File: src/design/ucd_pkg.sv
package ucd_pkg;

  // Field widths of the request and the result.
  localparam int TS_W     = 39;
  localparam int YEAR_W   = 14;
  localparam int MONTH_W  = 4;
  localparam int DAY_W    = 5;
  localparam int HOUR_W   = 5;
  localparam int MINUTE_W = 6;
  localparam int SECOND_W = 6;

  // Accepted span: 0000-01-01 00:00:00 through 9999-12-31 23:59:59.
  localparam logic signed [TS_W-1:0] TS_MIN = -39'sd62167219200;
  localparam logic signed [TS_W-1:0] TS_MAX = 39'sd253402300799;
  // Seconds from 0000-01-01 to 1970-01-01.
  localparam logic [TS_W-1:0] EPOCH_OFS = 39'd62167219200;

  // 86400 = 2^7 * 675; the power of two is split off as a shift.
  localparam int SEC_SHIFT     = 7;
  localparam int DAY_DIV_ODD   = 675;
  localparam int SECS_PER_HOUR = 3600;
  localparam int SECS_PER_MIN  = 60;

  localparam int DAYS_PER_ERA  = 146097;
  // One era ahead, minus January and February of year 0.
  localparam int MARCH_OFS     = 146037;
  localparam int DAYS_PER_4Y   = 1460;
  localparam int DAYS_PER_100Y = 36524;
  localparam int DAYS_ERA_LAST = 146096;
  localparam int DAYS_PER_YEAR = 365;
  localparam int MONTH_SPAN    = 153;
  localparam int YEARS_PER_ERA = 400;

  // Register stages of the constant divider.
  localparam int DIV_STAGES = 3;

  // Months counted from March: index 10 and 11 are January and February.
  localparam logic [3:0] MP_JAN = 4'd10;

  // First day of a March-based month within the year.
  function automatic logic [8:0] month_start(input logic [3:0] mp);
    logic [8:0] v;
    case (mp)
      4'd0:    v = 9'd0;
      4'd1:    v = 9'd31;
      4'd2:    v = 9'd61;
      4'd3:    v = 9'd92;
      4'd4:    v = 9'd122;
      4'd5:    v = 9'd153;
      4'd6:    v = 9'd184;
      4'd7:    v = 9'd214;
      4'd8:    v = 9'd245;
      4'd9:    v = 9'd275;
      4'd10:   v = 9'd306;
      4'd11:   v = 9'd337;
      default: v = 9'd0;
    endcase
    return v;
  endfunction

  // Calendar month, 1 is January, from a March-based month index.
  function automatic logic [3:0] month_of(input logic [3:0] mp);
    logic [3:0] m;
    if (mp < MP_JAN) begin
      m = mp + 4'd3;
    end else begin
      m = mp - 4'd9;
    end
    return m;
  endfunction

endpackage

File: src/design/ucd_cdiv.sv
module ucd_cdiv #(
  parameter int unsigned XW  = 32,
  parameter int unsigned QW  = 22,
  parameter int unsigned DIV = 675,
  parameter int unsigned SW  = 1,
  parameter int unsigned RW  = $clog2(DIV)
) (
  input  logic          clk,
  input  logic          rst_n,
  input  logic          vld_i,
  input  logic [XW-1:0] x_i,
  input  logic [SW-1:0] side_i,
  output logic          vld_o,
  output logic [QW-1:0] q_o,
  output logic [RW-1:0] r_o,
  output logic [SW-1:0] side_o
);
  import ucd_pkg::*;

  // Reciprocal rounded down, scaled so that 2^XW covers every x. The estimate
  // is then the true quotient or one below it, and the last stage corrects it.
  localparam int unsigned MW = XW - $clog2(DIV) + 1;
  localparam logic [63:0] M_L = (64'd1 << XW) / DIV;
  localparam logic [MW-1:0] M = M_L[MW-1:0];
  localparam int unsigned PW = XW + MW;

  logic [DIV_STAGES-1:0] vld_r, vld_nxt;

  logic [XW-1:0] x1_r, x2_r;
  logic [PW-1:0] prod1_r, prod1_nxt;
  logic [SW-1:0] side1_r, side2_r, side3_r;
  logic [QW-1:0] q2_r, q2_nxt, q3_r, q3_nxt;
  logic [XW-1:0] t2_r, t2_nxt;
  logic [XW-1:0] diff;
  logic          fix;
  logic [RW-1:0] r3_r, r3_nxt;

  assign vld_nxt = {vld_r[DIV_STAGES-2:0], vld_i};

  assign prod1_nxt = PW'(x_i) * PW'(M);
  assign q2_nxt    = prod1_r[XW +: QW];
  assign t2_nxt    = XW'(q2_nxt) * XW'(DIV);
  assign diff      = x2_r - t2_r;
  assign fix       = (diff >= XW'(DIV));
  assign q3_nxt    = fix ? (q2_r + QW'(1)) : q2_r;
  assign r3_nxt    = fix ? RW'(diff - XW'(DIV)) : RW'(diff);

  always_ff @(posedge clk) begin
    if (!rst_n) begin
      vld_r <= '0;
    end else begin
      vld_r <= vld_nxt;
    end
  end

  always_ff @(posedge clk) begin
    x1_r    <= x_i;
    prod1_r <= prod1_nxt;
    side1_r <= side_i;
    x2_r    <= x1_r;
    q2_r    <= q2_nxt;
    t2_r    <= t2_nxt;
    side2_r <= side1_r;
    q3_r    <= q3_nxt;
    r3_r    <= r3_nxt;
    side3_r <= side2_r;
  end

  assign vld_o  = vld_r[DIV_STAGES-1];
  assign q_o    = q3_r;
  assign r_o    = r3_r;
  assign side_o = side3_r;

endmodule

File: src/design/unix_time_to_civil_date_core.sv
// Throughput: one request per clock; busy is low whenever reset is not held.
// The fixed-depth pipeline holds five reciprocal-multiply dividers in a chain
// (three stages each) and six stages of add and compare logic.
// Results leave on a one-cycle strobe; the receiver cannot stall the pipe.
// Synchronous active-low reset clears every valid bit; data registers are not reset.
module unix_time_to_civil_date_core (
  input  logic                                clk,
  input  logic                                rst_n,
  input  logic                                start,
  output logic                                busy,
  input  logic signed [ucd_pkg::TS_W-1:0]     in_unix_seconds,
  output logic                                out_valid,
  output logic [ucd_pkg::YEAR_W-1:0]          out_year,
  output logic [ucd_pkg::MONTH_W-1:0]         out_month,
  output logic [ucd_pkg::DAY_W-1:0]           out_day,
  output logic [ucd_pkg::HOUR_W-1:0]          out_hour,
  output logic [ucd_pkg::MINUTE_W-1:0]        out_minute,
  output logic [ucd_pkg::SECOND_W-1:0]        out_second
);
  import ucd_pkg::*;

  localparam int LATENCY = 5 * DIV_STAGES + 6;

  logic accept;

  // Clamp and shift to seconds since year 0.
  logic                   v1_r, v2_r;
  logic signed [TS_W-1:0] t1_r, t1_nxt;
  logic [TS_W-1:0]        s2_r, s2_nxt;

  // Days and seconds of day.
  logic        vd1;
  logic [21:0] days1;
  logic [9:0]  r1;
  logic [6:0]  slo1;
  logic        v3_r;
  logic [21:0] d3_r, d3_nxt;
  logic [16:0] secs3_r, secs3_nxt;

  // Era and day of era.
  logic        vd2;
  logic [4:0]  era2;
  logic [17:0] doe2;
  logic [16:0] secs2;
  logic [2:0]  b2;
  logic        c2;

  logic        vd4;
  logic [6:0]  a4;
  logic [17:0] doe4;
  logic [2:0]  b4;
  logic        c4;
  logic [4:0]  hour4;
  logic [11:0] remh4;
  logic [4:0]  era4;

  logic        v5_r;
  logic [17:0] n5_r, n5_nxt;
  logic [6:0]  adj5_r, adj5_nxt;
  logic [11:0] remh5_r;
  logic [4:0]  hour5_r;
  logic [4:0]  era5_r;

  // Year of era and day of year.
  logic        vd6;
  logic [8:0]  yoe6;
  logic [8:0]  rem6;
  logic [6:0]  adj6;
  logic [4:0]  era6;
  logic [5:0]  min6;
  logic [5:0]  sec6;
  logic [4:0]  hour6;
  logic [1:0]  cent6;
  logic [10:0] doy_sum;

  logic                v7_r;
  logic [8:0]          doy7_r, doy7_nxt;
  logic [YEAR_W-1:0]   y7_r, y7_nxt;
  logic [4:0]          hour7_r;
  logic [5:0]          min7_r;
  logic [5:0]          sec7_r;
  logic [10:0]         mx7;

  // Month index.
  logic                vd8;
  logic [3:0]          mp8;
  logic [8:0]          doy8;
  logic [YEAR_W-1:0]   y8;
  logic [4:0]          hour8;
  logic [5:0]          min8;
  logic [5:0]          sec8;
  logic [8:0]          day_sum;

  logic                  out_valid_r;
  logic [YEAR_W-1:0]     year_r, year_nxt;
  logic [MONTH_W-1:0]    month_r, month_nxt;
  logic [DAY_W-1:0]      day_r, day_nxt;
  logic [HOUR_W-1:0]     hour_r;
  logic [MINUTE_W-1:0]   min_r;
  logic [SECOND_W-1:0]   sec_r;

  assign busy   = ~rst_n;
  assign accept = start & ~busy;

  // Out-of-span times saturate to the first or last second of the span.
  always_comb begin
    if (in_unix_seconds < TS_MIN) begin
      t1_nxt = TS_MIN;
    end else if (in_unix_seconds > TS_MAX) begin
      t1_nxt = TS_MAX;
    end else begin
      t1_nxt = in_unix_seconds;
    end
  end

  assign s2_nxt = $unsigned(t1_r) + EPOCH_OFS;

  ucd_cdiv #(
    .XW(TS_W - SEC_SHIFT), .QW(22), .DIV(DAY_DIV_ODD), .SW(SEC_SHIFT)
  ) u_div_day (
    .clk(clk), .rst_n(rst_n), .vld_i(v2_r),
    .x_i(s2_r[TS_W-1:SEC_SHIFT]), .side_i(s2_r[SEC_SHIFT-1:0]),
    .vld_o(vd1), .q_o(days1), .r_o(r1), .side_o(slo1)
  );

  assign d3_nxt    = days1 + 22'(MARCH_OFS);
  assign secs3_nxt = {r1, slo1};

  ucd_cdiv #(
    .XW(22), .QW(5), .DIV(DAYS_PER_ERA), .SW(17)
  ) u_div_era (
    .clk(clk), .rst_n(rst_n), .vld_i(v3_r),
    .x_i(d3_r), .side_i(secs3_r),
    .vld_o(vd2), .q_o(era2), .r_o(doe2), .side_o(secs2)
  );

  // Centuries within the era and the last day of the era, by comparison.
  assign b2 = 3'(doe2 >= 18'(DAYS_PER_100Y)) + 3'(doe2 >= 18'(2 * DAYS_PER_100Y))
            + 3'(doe2 >= 18'(3 * DAYS_PER_100Y)) + 3'(doe2 >= 18'(DAYS_ERA_LAST));
  assign c2 = (doe2 >= 18'(DAYS_ERA_LAST));

  ucd_cdiv #(
    .XW(18), .QW(7), .DIV(DAYS_PER_4Y), .SW(22)
  ) u_div_4y (
    .clk(clk), .rst_n(rst_n), .vld_i(vd2),
    .x_i(doe2), .side_i({doe2, b2, c2}),
    .vld_o(vd4), .q_o(a4), .r_o(), .side_o({doe4, b4, c4})
  );

  ucd_cdiv #(
    .XW(17), .QW(5), .DIV(SECS_PER_HOUR), .SW(5)
  ) u_div_hour (
    .clk(clk), .rst_n(rst_n), .vld_i(vd2),
    .x_i(secs2), .side_i(era2),
    .vld_o(), .q_o(hour4), .r_o(remh4), .side_o(era4)
  );

  // The leap-day correction a - b + c is never negative.
  assign adj5_nxt = a4 - 7'(b4) + 7'(c4);
  assign n5_nxt   = doe4 - 18'(adj5_nxt);

  ucd_cdiv #(
    .XW(18), .QW(9), .DIV(DAYS_PER_YEAR), .SW(12)
  ) u_div_year (
    .clk(clk), .rst_n(rst_n), .vld_i(v5_r),
    .x_i(n5_r), .side_i({adj5_r, era5_r}),
    .vld_o(vd6), .q_o(yoe6), .r_o(rem6), .side_o({adj6, era6})
  );

  ucd_cdiv #(
    .XW(12), .QW(6), .DIV(SECS_PER_MIN), .SW(5)
  ) u_div_min (
    .clk(clk), .rst_n(rst_n), .vld_i(v5_r),
    .x_i(remh5_r), .side_i(hour5_r),
    .vld_o(), .q_o(min6), .r_o(sec6), .side_o(hour6)
  );

  assign cent6 = 2'(yoe6 >= 9'd100) + 2'(yoe6 >= 9'd200) + 2'(yoe6 >= 9'd300);
  // Day of year; intermediate terms may wrap, the final value fits.
  assign doy_sum  = 11'(rem6) + 11'(adj6) - 11'(yoe6[8:2]) + 11'(cent6);
  assign doy7_nxt = doy_sum[8:0];
  assign y7_nxt   = YEAR_W'(yoe6) + YEAR_W'(era6) * YEAR_W'(YEARS_PER_ERA);

  assign mx7 = {doy7_r, 2'b00} + 11'(doy7_r) + 11'd2;

  ucd_cdiv #(
    .XW(11), .QW(4), .DIV(MONTH_SPAN), .SW(40)
  ) u_div_month (
    .clk(clk), .rst_n(rst_n), .vld_i(v7_r),
    .x_i(mx7), .side_i({doy7_r, y7_r, hour7_r, min7_r, sec7_r}),
    .vld_o(vd8), .q_o(mp8), .r_o(), .side_o({doy8, y8, hour8, min8, sec8})
  );

  assign day_sum   = doy8 - month_start(mp8) + 9'd1;
  assign day_nxt   = day_sum[DAY_W-1:0];
  assign month_nxt = month_of(mp8);
  // January and February belong to the next calendar year; eras start one ahead.
  assign year_nxt  = y8 + YEAR_W'(mp8 >= MP_JAN) - YEAR_W'(YEARS_PER_ERA);

  always_ff @(posedge clk) begin
    if (!rst_n) begin
      v1_r        <= 1'b0;
      v2_r        <= 1'b0;
      v3_r        <= 1'b0;
      v5_r        <= 1'b0;
      v7_r        <= 1'b0;
      out_valid_r <= 1'b0;
    end else begin
      v1_r        <= accept;
      v2_r        <= v1_r;
      v3_r        <= vd1;
      v5_r        <= vd4;
      v7_r        <= vd6;
      out_valid_r <= vd8;
    end
  end

  always_ff @(posedge clk) begin
    t1_r    <= t1_nxt;
    s2_r    <= s2_nxt;
    d3_r    <= d3_nxt;
    secs3_r <= secs3_nxt;
    n5_r    <= n5_nxt;
    adj5_r  <= adj5_nxt;
    remh5_r <= remh4;
    hour5_r <= hour4;
    era5_r  <= era4;
    doy7_r  <= doy7_nxt;
    y7_r    <= y7_nxt;
    hour7_r <= hour6;
    min7_r  <= min6;
    sec7_r  <= sec6;
    year_r  <= year_nxt;
    month_r <= month_nxt;
    day_r   <= day_nxt;
    hour_r  <= hour8;
    min_r   <= min8;
    sec_r   <= sec8;
  end

  assign out_valid  = out_valid_r;
  assign out_year   = year_r;
  assign out_month  = month_r;
  assign out_day    = day_r;
  assign out_hour   = hour_r;
  assign out_minute = min_r;
  assign out_second = sec_r;

  a_latency: assert property (@(posedge clk) disable iff (!rst_n)
    out_valid == $past(accept, LATENCY))
    else $error("result strobe does not match request latency");

  a_date_range: assert property (@(posedge clk) disable iff (!rst_n)
    out_valid |-> (out_month >= 4'd1 && out_month <= 4'd12 &&
                   out_day >= 5'd1 && out_year <= 14'd9999))
    else $error("date field out of range");

  a_time_range: assert property (@(posedge clk) disable iff (!rst_n)
    out_valid |-> (out_hour < 5'd24 && out_minute < 6'd60 && out_second < 6'd60))
    else $error("time of day field out of range");

  a_feb_days: assert property (@(posedge clk) disable iff (!rst_n)
    (out_valid && out_month == 4'd2) |-> (out_day <= 5'd29))
    else $error("February day beyond 29");

endmodule

File: config.mk
export PLATFORM = sky130hd
export DESIGN_NAME = unix_time_to_civil_date_core
export DESIGN_NICKNAME = d
export VERILOG_FILES = /design/src/design/ucd_pkg.sv /design/src/design/ucd_cdiv.sv /design/src/design/unix_time_to_civil_date_core.sv
export SDC_FILE = /design/constraint.sdc
export NUM_CORES = 2
export LEC_CHECK = 0
export BUFFER_PORTS_ARGS = -buffer_cell sky130_fd_sc_hd__buf_4
export CORE_MARGIN = 3
export CORE_UTILIZATION = 35
export CTS_CLUSTER_SIZE = 12
export DETAILED_ROUTE_END_ITERATION = 12
export PLACE_DENSITY_LB_ADDON = 0.15
export SLEW_MARGIN = 20
export SYNTH_ARGS = -nofsm -noshare
export SYNTH_HDL_FRONTEND = slang
export SYNTH_HIERARCHICAL = 1
export SYNTH_SLANG_ARGS = --single-unit
File: constraint.sdc
create_clock -name clk -period 8.5 [get_ports clk]
set_input_delay 2.55 -clock clk [delete_from_list [all_inputs] [get_ports clk]]
set_output_delay 2.55 -clock clk [all_outputs]
set_load 0.02 [all_outputs]
* Word level (Yosys, flattened, before mapping)
Memories as Yosys holds them, arrays and structs flattened. A register that Yosys moved wholly into a read port is not among the register bits.
Index checks and enable logic that the tools add are counted.
** Storage, ports and cells
- Bits in registers :: 1310
- Memory bits (read-only) :: 144
- Input bits :: 42
- Output and inout bits :: 42
- Word-level logic and storage cells :: 192
- Memories kept :: 1
** Operators by class
- Add/subtract/negate cells :: 41
- $mul :: 15
- $lt $le $gt $ge :: 18
- Multiplexer cells :: 14
- Bitwise gates (word level) :: 2
- Reduce and logical (&&, ||, !) cells :: 1
** Memory list
- (no name shown) :: words 16, width 9, read ports 1, clocked after Yosys merged registers in 1, wr ports 0, RTL line ucd_pkg.sv:43 : case (mp)
** Operators with widths (number)
- 32-bit by 22-bit multiplier with 53-bit output (second input constant) :: 1
- 39-bit by 36-bit adder with 39-bit output (second input constant) :: 1
- 39-bit greater-than comparator (second input constant) :: 1
- 39-bit by 37-bit < comparator with 1-bit output (second input constant) :: 1
- 39-bit 2-to-1 mux :: 1
- 18-bit by 17-bit >= comparator with 1-bit output (second input constant) :: 2
- 18-bit subtractor :: 2
- 32-bit by 10-bit >= comparator with 1-bit output (second input constant) :: 1
- 22-bit by 10-bit multiplier with 32-bit output (second input constant) :: 1
- 32-bit subtractor :: 1
- 18-bit by 9-bit multiplier with 26-bit output (second input constant) :: 1
- 18-bit by 8-bit multiplier with 25-bit output (second input constant) :: 1
- 22-bit by 3-bit multiplier with 25-bit output (second input constant) :: 1
- 22-bit by 1-bit adder with 22-bit output (second input constant) :: 1
- 22-bit by 18-bit adder with 22-bit output (second input constant) :: 1
- 22-bit by 18-bit >= comparator with 1-bit output (second input constant) :: 1
- 5-bit by 18-bit multiplier with 22-bit output (second input constant) :: 1
- 22-bit 2-to-1 mux :: 1
- 22-bit subtractor :: 1
- 17-bit by 4-bit multiplier with 20-bit output (second input constant) :: 1
- 18-bit by 11-bit >= comparator with 1-bit output (second input constant) :: 1
- 18-bit by 16-bit >= comparator with 1-bit output (second input constant) :: 1
- 18-bit >= comparator (second input constant) :: 1
- 18-bit by 9-bit >= comparator with 1-bit output (second input constant) :: 1
- other kinds (58) :: 65

* Logic depth before layout (Yosys ltp)
- Depth after elaboration :: 4
- Depth in mapped cells :: 23
- Gate-level depth less buffers :: 23

* Modules after synthesis
The synthesis kept the hierarchy.
** Modules (own cells, without submodules)
- ucd_cdiv at u_div_day :: times used 1, cells each 1894, area an instance 19622.6 µm², sequential area each 3903.7 µm²
- unix_time_to_civil_date_core :: times used 1, cells each 925, area an instance 9849.4 µm², sequential area each 5004.8 µm²
- ucd_cdiv at u_div_year :: times used 1, cells each 859, area an instance 8811.0 µm², sequential area each 2542.4 µm²
- ucd_cdiv at u_div_4y :: times used 1, cells each 712, area an instance 7801.2 µm², sequential area each 3022.9 µm²
- ucd_cdiv at u_div_era :: times used 1, cells each 689, area an instance 7410.9 µm², sequential area each 2982.9 µm²
- ucd_cdiv at u_div_month :: times used 1, cells each 398, area an instance 5288.8 µm², sequential area each 3463.3 µm²
- ucd_cdiv at u_div_hour :: times used 1, cells each 344, area an instance 3776.1 µm², sequential area each 1721.7 µm²
- ucd_cdiv at u_div_min :: times used 1, cells each 282, area an instance 3185.6 µm², sequential area each 1501.4 µm²

* Worst setup path after synthesis
OpenSTA, ideal clock, no wires.
- Kind :: register to register
- Start :: register s2_r[19]
- End :: register u_div_day.prod1_r[53]
- Library setup time :: 0.072 ns
- Arrival :: 5.905 ns
- Required time :: 8.428 ns
- Path slack :: 2.522 ns
- Cell stages (with the launch flop) :: 22
- Buffers on the path :: 0
- Period minus slack after synthesis :: 5.978 ns
- Cells stage by stage :: dfxtp_1 -> fa_1 -> ha_1 -> inv_1 -> fa_1 -> inv_1 -> fa_1 -> fa_1 -> fa_1 -> ha_1 -> ha_1 -> a21o_1 -> a21o_1 -> a2111oi_0 -> o21ai_0 -> a21oi_1 -> o31ai_1 -> a41o_1 -> o41ai_1 -> o21bai_1 -> a21oi_1 -> xnor2_1
** Between the ends
- Longest elaborated chain between the ends :: 1
** RTL lines
- start, declared :: RTL line unix_time_to_civil_date_core.sv:29 : logic [TS_W-1:0] s2_r, s2_nxt;
- start signal, assigned :: RTL line unix_time_to_civil_date_core.sv:220 : s2_r <= s2_nxt;
- 32-bit by 22-bit multiplier with 53-bit output :: RTL line ucd_cdiv.sv:40 : assign prod1_nxt = PW'(x_i) * PW'(M);
- named net u_div_day.prod1_nxt[53] :: RTL line ucd_cdiv.sv:30 : logic [PW-1:0] prod1_r, prod1_nxt;
- end signal, assigned :: RTL line ucd_cdiv.sv:58 : prod1_r <= prod1_nxt;
- end, declared :: RTL line ucd_cdiv.sv:30
The timed path passes the listed nets, and every way through them passes these cells.
A chain may end at the register's enable or synchronous reset.

* Worst setup path in the final report
- Start :: register s2_r[20]
- End :: register u_div_day.prod1_r[53]
The elaborated chain is that of the path after synthesis.

==> flow_summary_export.csv <==
group,metric,value,unit
clock_tree,cts_hold_buf,0,
setup_path,path_cells,"fa_1 -> ha_1 -> inv_1 -> fa_1 -> inv_1 -> fa_1 -> fa_1 -> fa_1 -> ha_1 -> ha_1 -> a21o_1 -> a21o_1 -> a2111oi_0 -> o21ai_0 -> a21oi_1 -> o31ai_1 -> a41o_1 -> o41ai_1 -> o21bai_1 -> a21oi_1 -> xnor2_1",
grt,grt_use_total,0.139,
sta,min_period_over_period,0.828,
grt,antenna_found_initial,1,
drt,wl_per_cell,14.7,µm
sta,finalSetupTns,0,ns
clock_tree,cts.repair.resized,0,
setup_path,path_max_fanout,10,
setup_path,r2r_slack,1.46,ns
hold_path,worstHoldPathCells,0,
drt,first_iter_violations,1527,
hold_path,hold_class,"reg2reg",
clock_tree,cts_root_buf,"clkbuf_16",
drt,routed_via_density,4.62,
cells_and_area,area_growth_syn_to_layout,12.3,%
place,dp_slack,1.41,ns
yosys,syn_area_per_cell,10.7,µm²
clock_tree,post-cts-setup-buffer-count,0,
yosys,syn_inst,6014,
floorplan,num_io_pins,84,
sta,finalHoldViolations,0,
place,hpwl,103000,µm
clock_tree,clk_latency,0.78,ns
yosys,syn_area,64600,µm²
clock_tree,numCtsBuffers,135,
drt,drt-pass1-iter-count,5,
drt,num_vias,40400,
flow_run,maxCapViolCount,0,
cells_and_area,nNetsFinal,7680,
grt,grt-busiest-layer,"met2",
drt,routed_wl,129000,µm
hold_path,min_to,"u_div_era/x2_r[10]$_DFF_P_",
sta,period_minus_slack,7.04,ns
clock_tree,cts_tree,"built",
place,gp_congestion,0.852,
clock_tree,htreeDepth,4,
floorplan,row_count,157,
sta,skew,0.0364,ns
grt,gr-usage-met3,0.0217,
setup_path,cp_slowest_cell,"dfxtp_1",
floorplan,fp.dieH,436,µm
hold_path,worstHoldStart,"u_div_era/x1_r[10]$_DFF_P_",
sta,final_max_slew_viol_count,0,
setup_path,cpPeakStageDelay,0.53,ns
setup_path,timing.critical_path.mode_cell,"fa_1",
setup_path,cp.required,9.20,ns
yosys,yosysWarnings,6,
sta,hold-worst-slack,0.302,ns
sta,layout_setup_ws,1.46,ns
drt,ant_nets,0,
setup_path,r2r-end,"u_div_day/prod1_r[53]$_DFF_P_",
setup_path,end_kind,"flip-flop",
grt,grt_pass1_wl,215000,µm
setup_path,crit_arrival,7.74,ns
clock_tree,clock_sinks,1169,
sta,max_clock_freq,142,MHz
sta,setup_viol,0,
drt,drc,0,
grt,grt_pass1_vias,41800,
sta,tightestPinTransition,1.03,ns
sta,grt_setup_unrepaired,"false",
yosys,syn_nets,7503,
setup_path,rr_startpoint,"s2_r[20]$_DFF_P_",
floorplan,die_area,190000,µm²
grt,grtUsageMet2,0.238,
grt,grt.met1_usage,0.178,
floorplan,die_x,436,µm
setup_path,path_class,"reg2reg",
floorplan,initial_core_util,0.353,
grt,grt_max_degree,27,
clock_tree,clk_pin_slew,0.06,ns
sta,slew_headroom,0.313,
setup_path,critPathLaunchType,"flip-flop",
cells_and_area,drive_above_1_share,0.0717,
grt,gr-total-overflow,0,
place,port_buffers,83,
setup_path,reg2reg_depth,21,
floorplan,core_area,183000,µm²
run_status,status,"finished clean",
clock_tree,clock_path_buffers,3,
## flip-flops by register name, indices dropped and copies added (netlist names), 32 cells and up
name / cells
s2_r: 39
t1_r: 39
u_div_month/side1_r: 36
u_div_month/side2_r: 36
u_div_month/side_o: 36
u_div_day/t2_r: 32
u_div_day/x1_r: 32
u_div_day/x2_r: 32
## through the flow
| stage | util | cells | area, µm² |
|---|---|---|---|
| final | 0.396 | 8755 | 72600 |
| after global routing | 0.396 | 8753 | 72600 |
| after CTS | 0.396 | 8753 | 72600 |
| after detailed placement | 0.372 | 8518 | 68100 |
| after global placement | 0.372 | 8518 | 68100 |
| after floorplan | - | 6014 | 64600 |
## final cells by class
cell class                 instances  area, µm²
inverter                         994       3730
timing repair buffer              93        698
sequential                      1169      23400
tap                             2464       3080
fill                           17900     111000
clock inverter                    52        626
clock buffer                     183       3820
antenna                            2       5.00
multi-input combinational       3798      37200
## worst max-delay path by stage
stage | startpoint | to | slack [ns] | cells after the start
CTS | s2_r[20]$_DFF_P_ | u_div_day/prod1_r[53]$_DFF_P_ | 1.39 | 21
detailed placement | s2_r[20]$_DFF_P_ | u_div_day/prod1_r[53]$_DFF_P_ | 1.41 | 21
floorplan | s2_r[19]$_DFF_P_ | u_div_day/prod1_r[53]$_DFF_P_ | 2.52 | 21
finish | s2_r[20]$_DFF_P_ | u_div_day/prod1_r[53]$_DFF_P_ | 1.46 | 21
global route | s2_r[20]$_DFF_P_ | u_div_day/prod1_r[47]$_DFF_P_ | 0.90 | 21
global placement | s2_r[20]$_DFF_P_ | u_div_day/prod1_r[53]$_DFF_P_ | 1.42 | 21
## placed cells by master, fill, tap and decap left out, types with 21 or more instances in the layout
cell type  count
dfxtp_1     1169
ha_1         998
inv_1        994
fa_1         449
xnor2_1      259
a21oi_1      226
nor2_1       224
nand2_1      206
clkbuf_16    138
o21ai_0      126
xor2_1       113
a21o_1       100
buf_4         93
nand3_1       88
nor3_1        83
o21a_1        64
nor2b_1       53
a31oi_1       49
nand4_1       46
nand2b_1      39
and3_1        39
o211ai_1      39
and2_1        37
clkbuf_1      25
a211oi_1      24
or3_1         23
o21bai_1      23
o21ai_1       21
## critical path, delay by kind of cell (launching register included)
family / cells / cell delay [ns]
adders and majority gates: 8 / 3.41
DFF: 1 / 0.53
xor gates and xnor gates: 1 / 0.14
buffers and inverters: 2 / 0.11
AOI/OAI and AO/OA: 10 / 2.76
## layer usage
metal	vias to the layer above	part of all wire
li1	20600	-
met1	19200	0.46
met2	468	0.48
met3	188	0.029
met4	0	0.027
met5	-	0
Power is not shown: default switching activity piles up to over one toggle a cycle in this logic, so the estimate is an artifact.
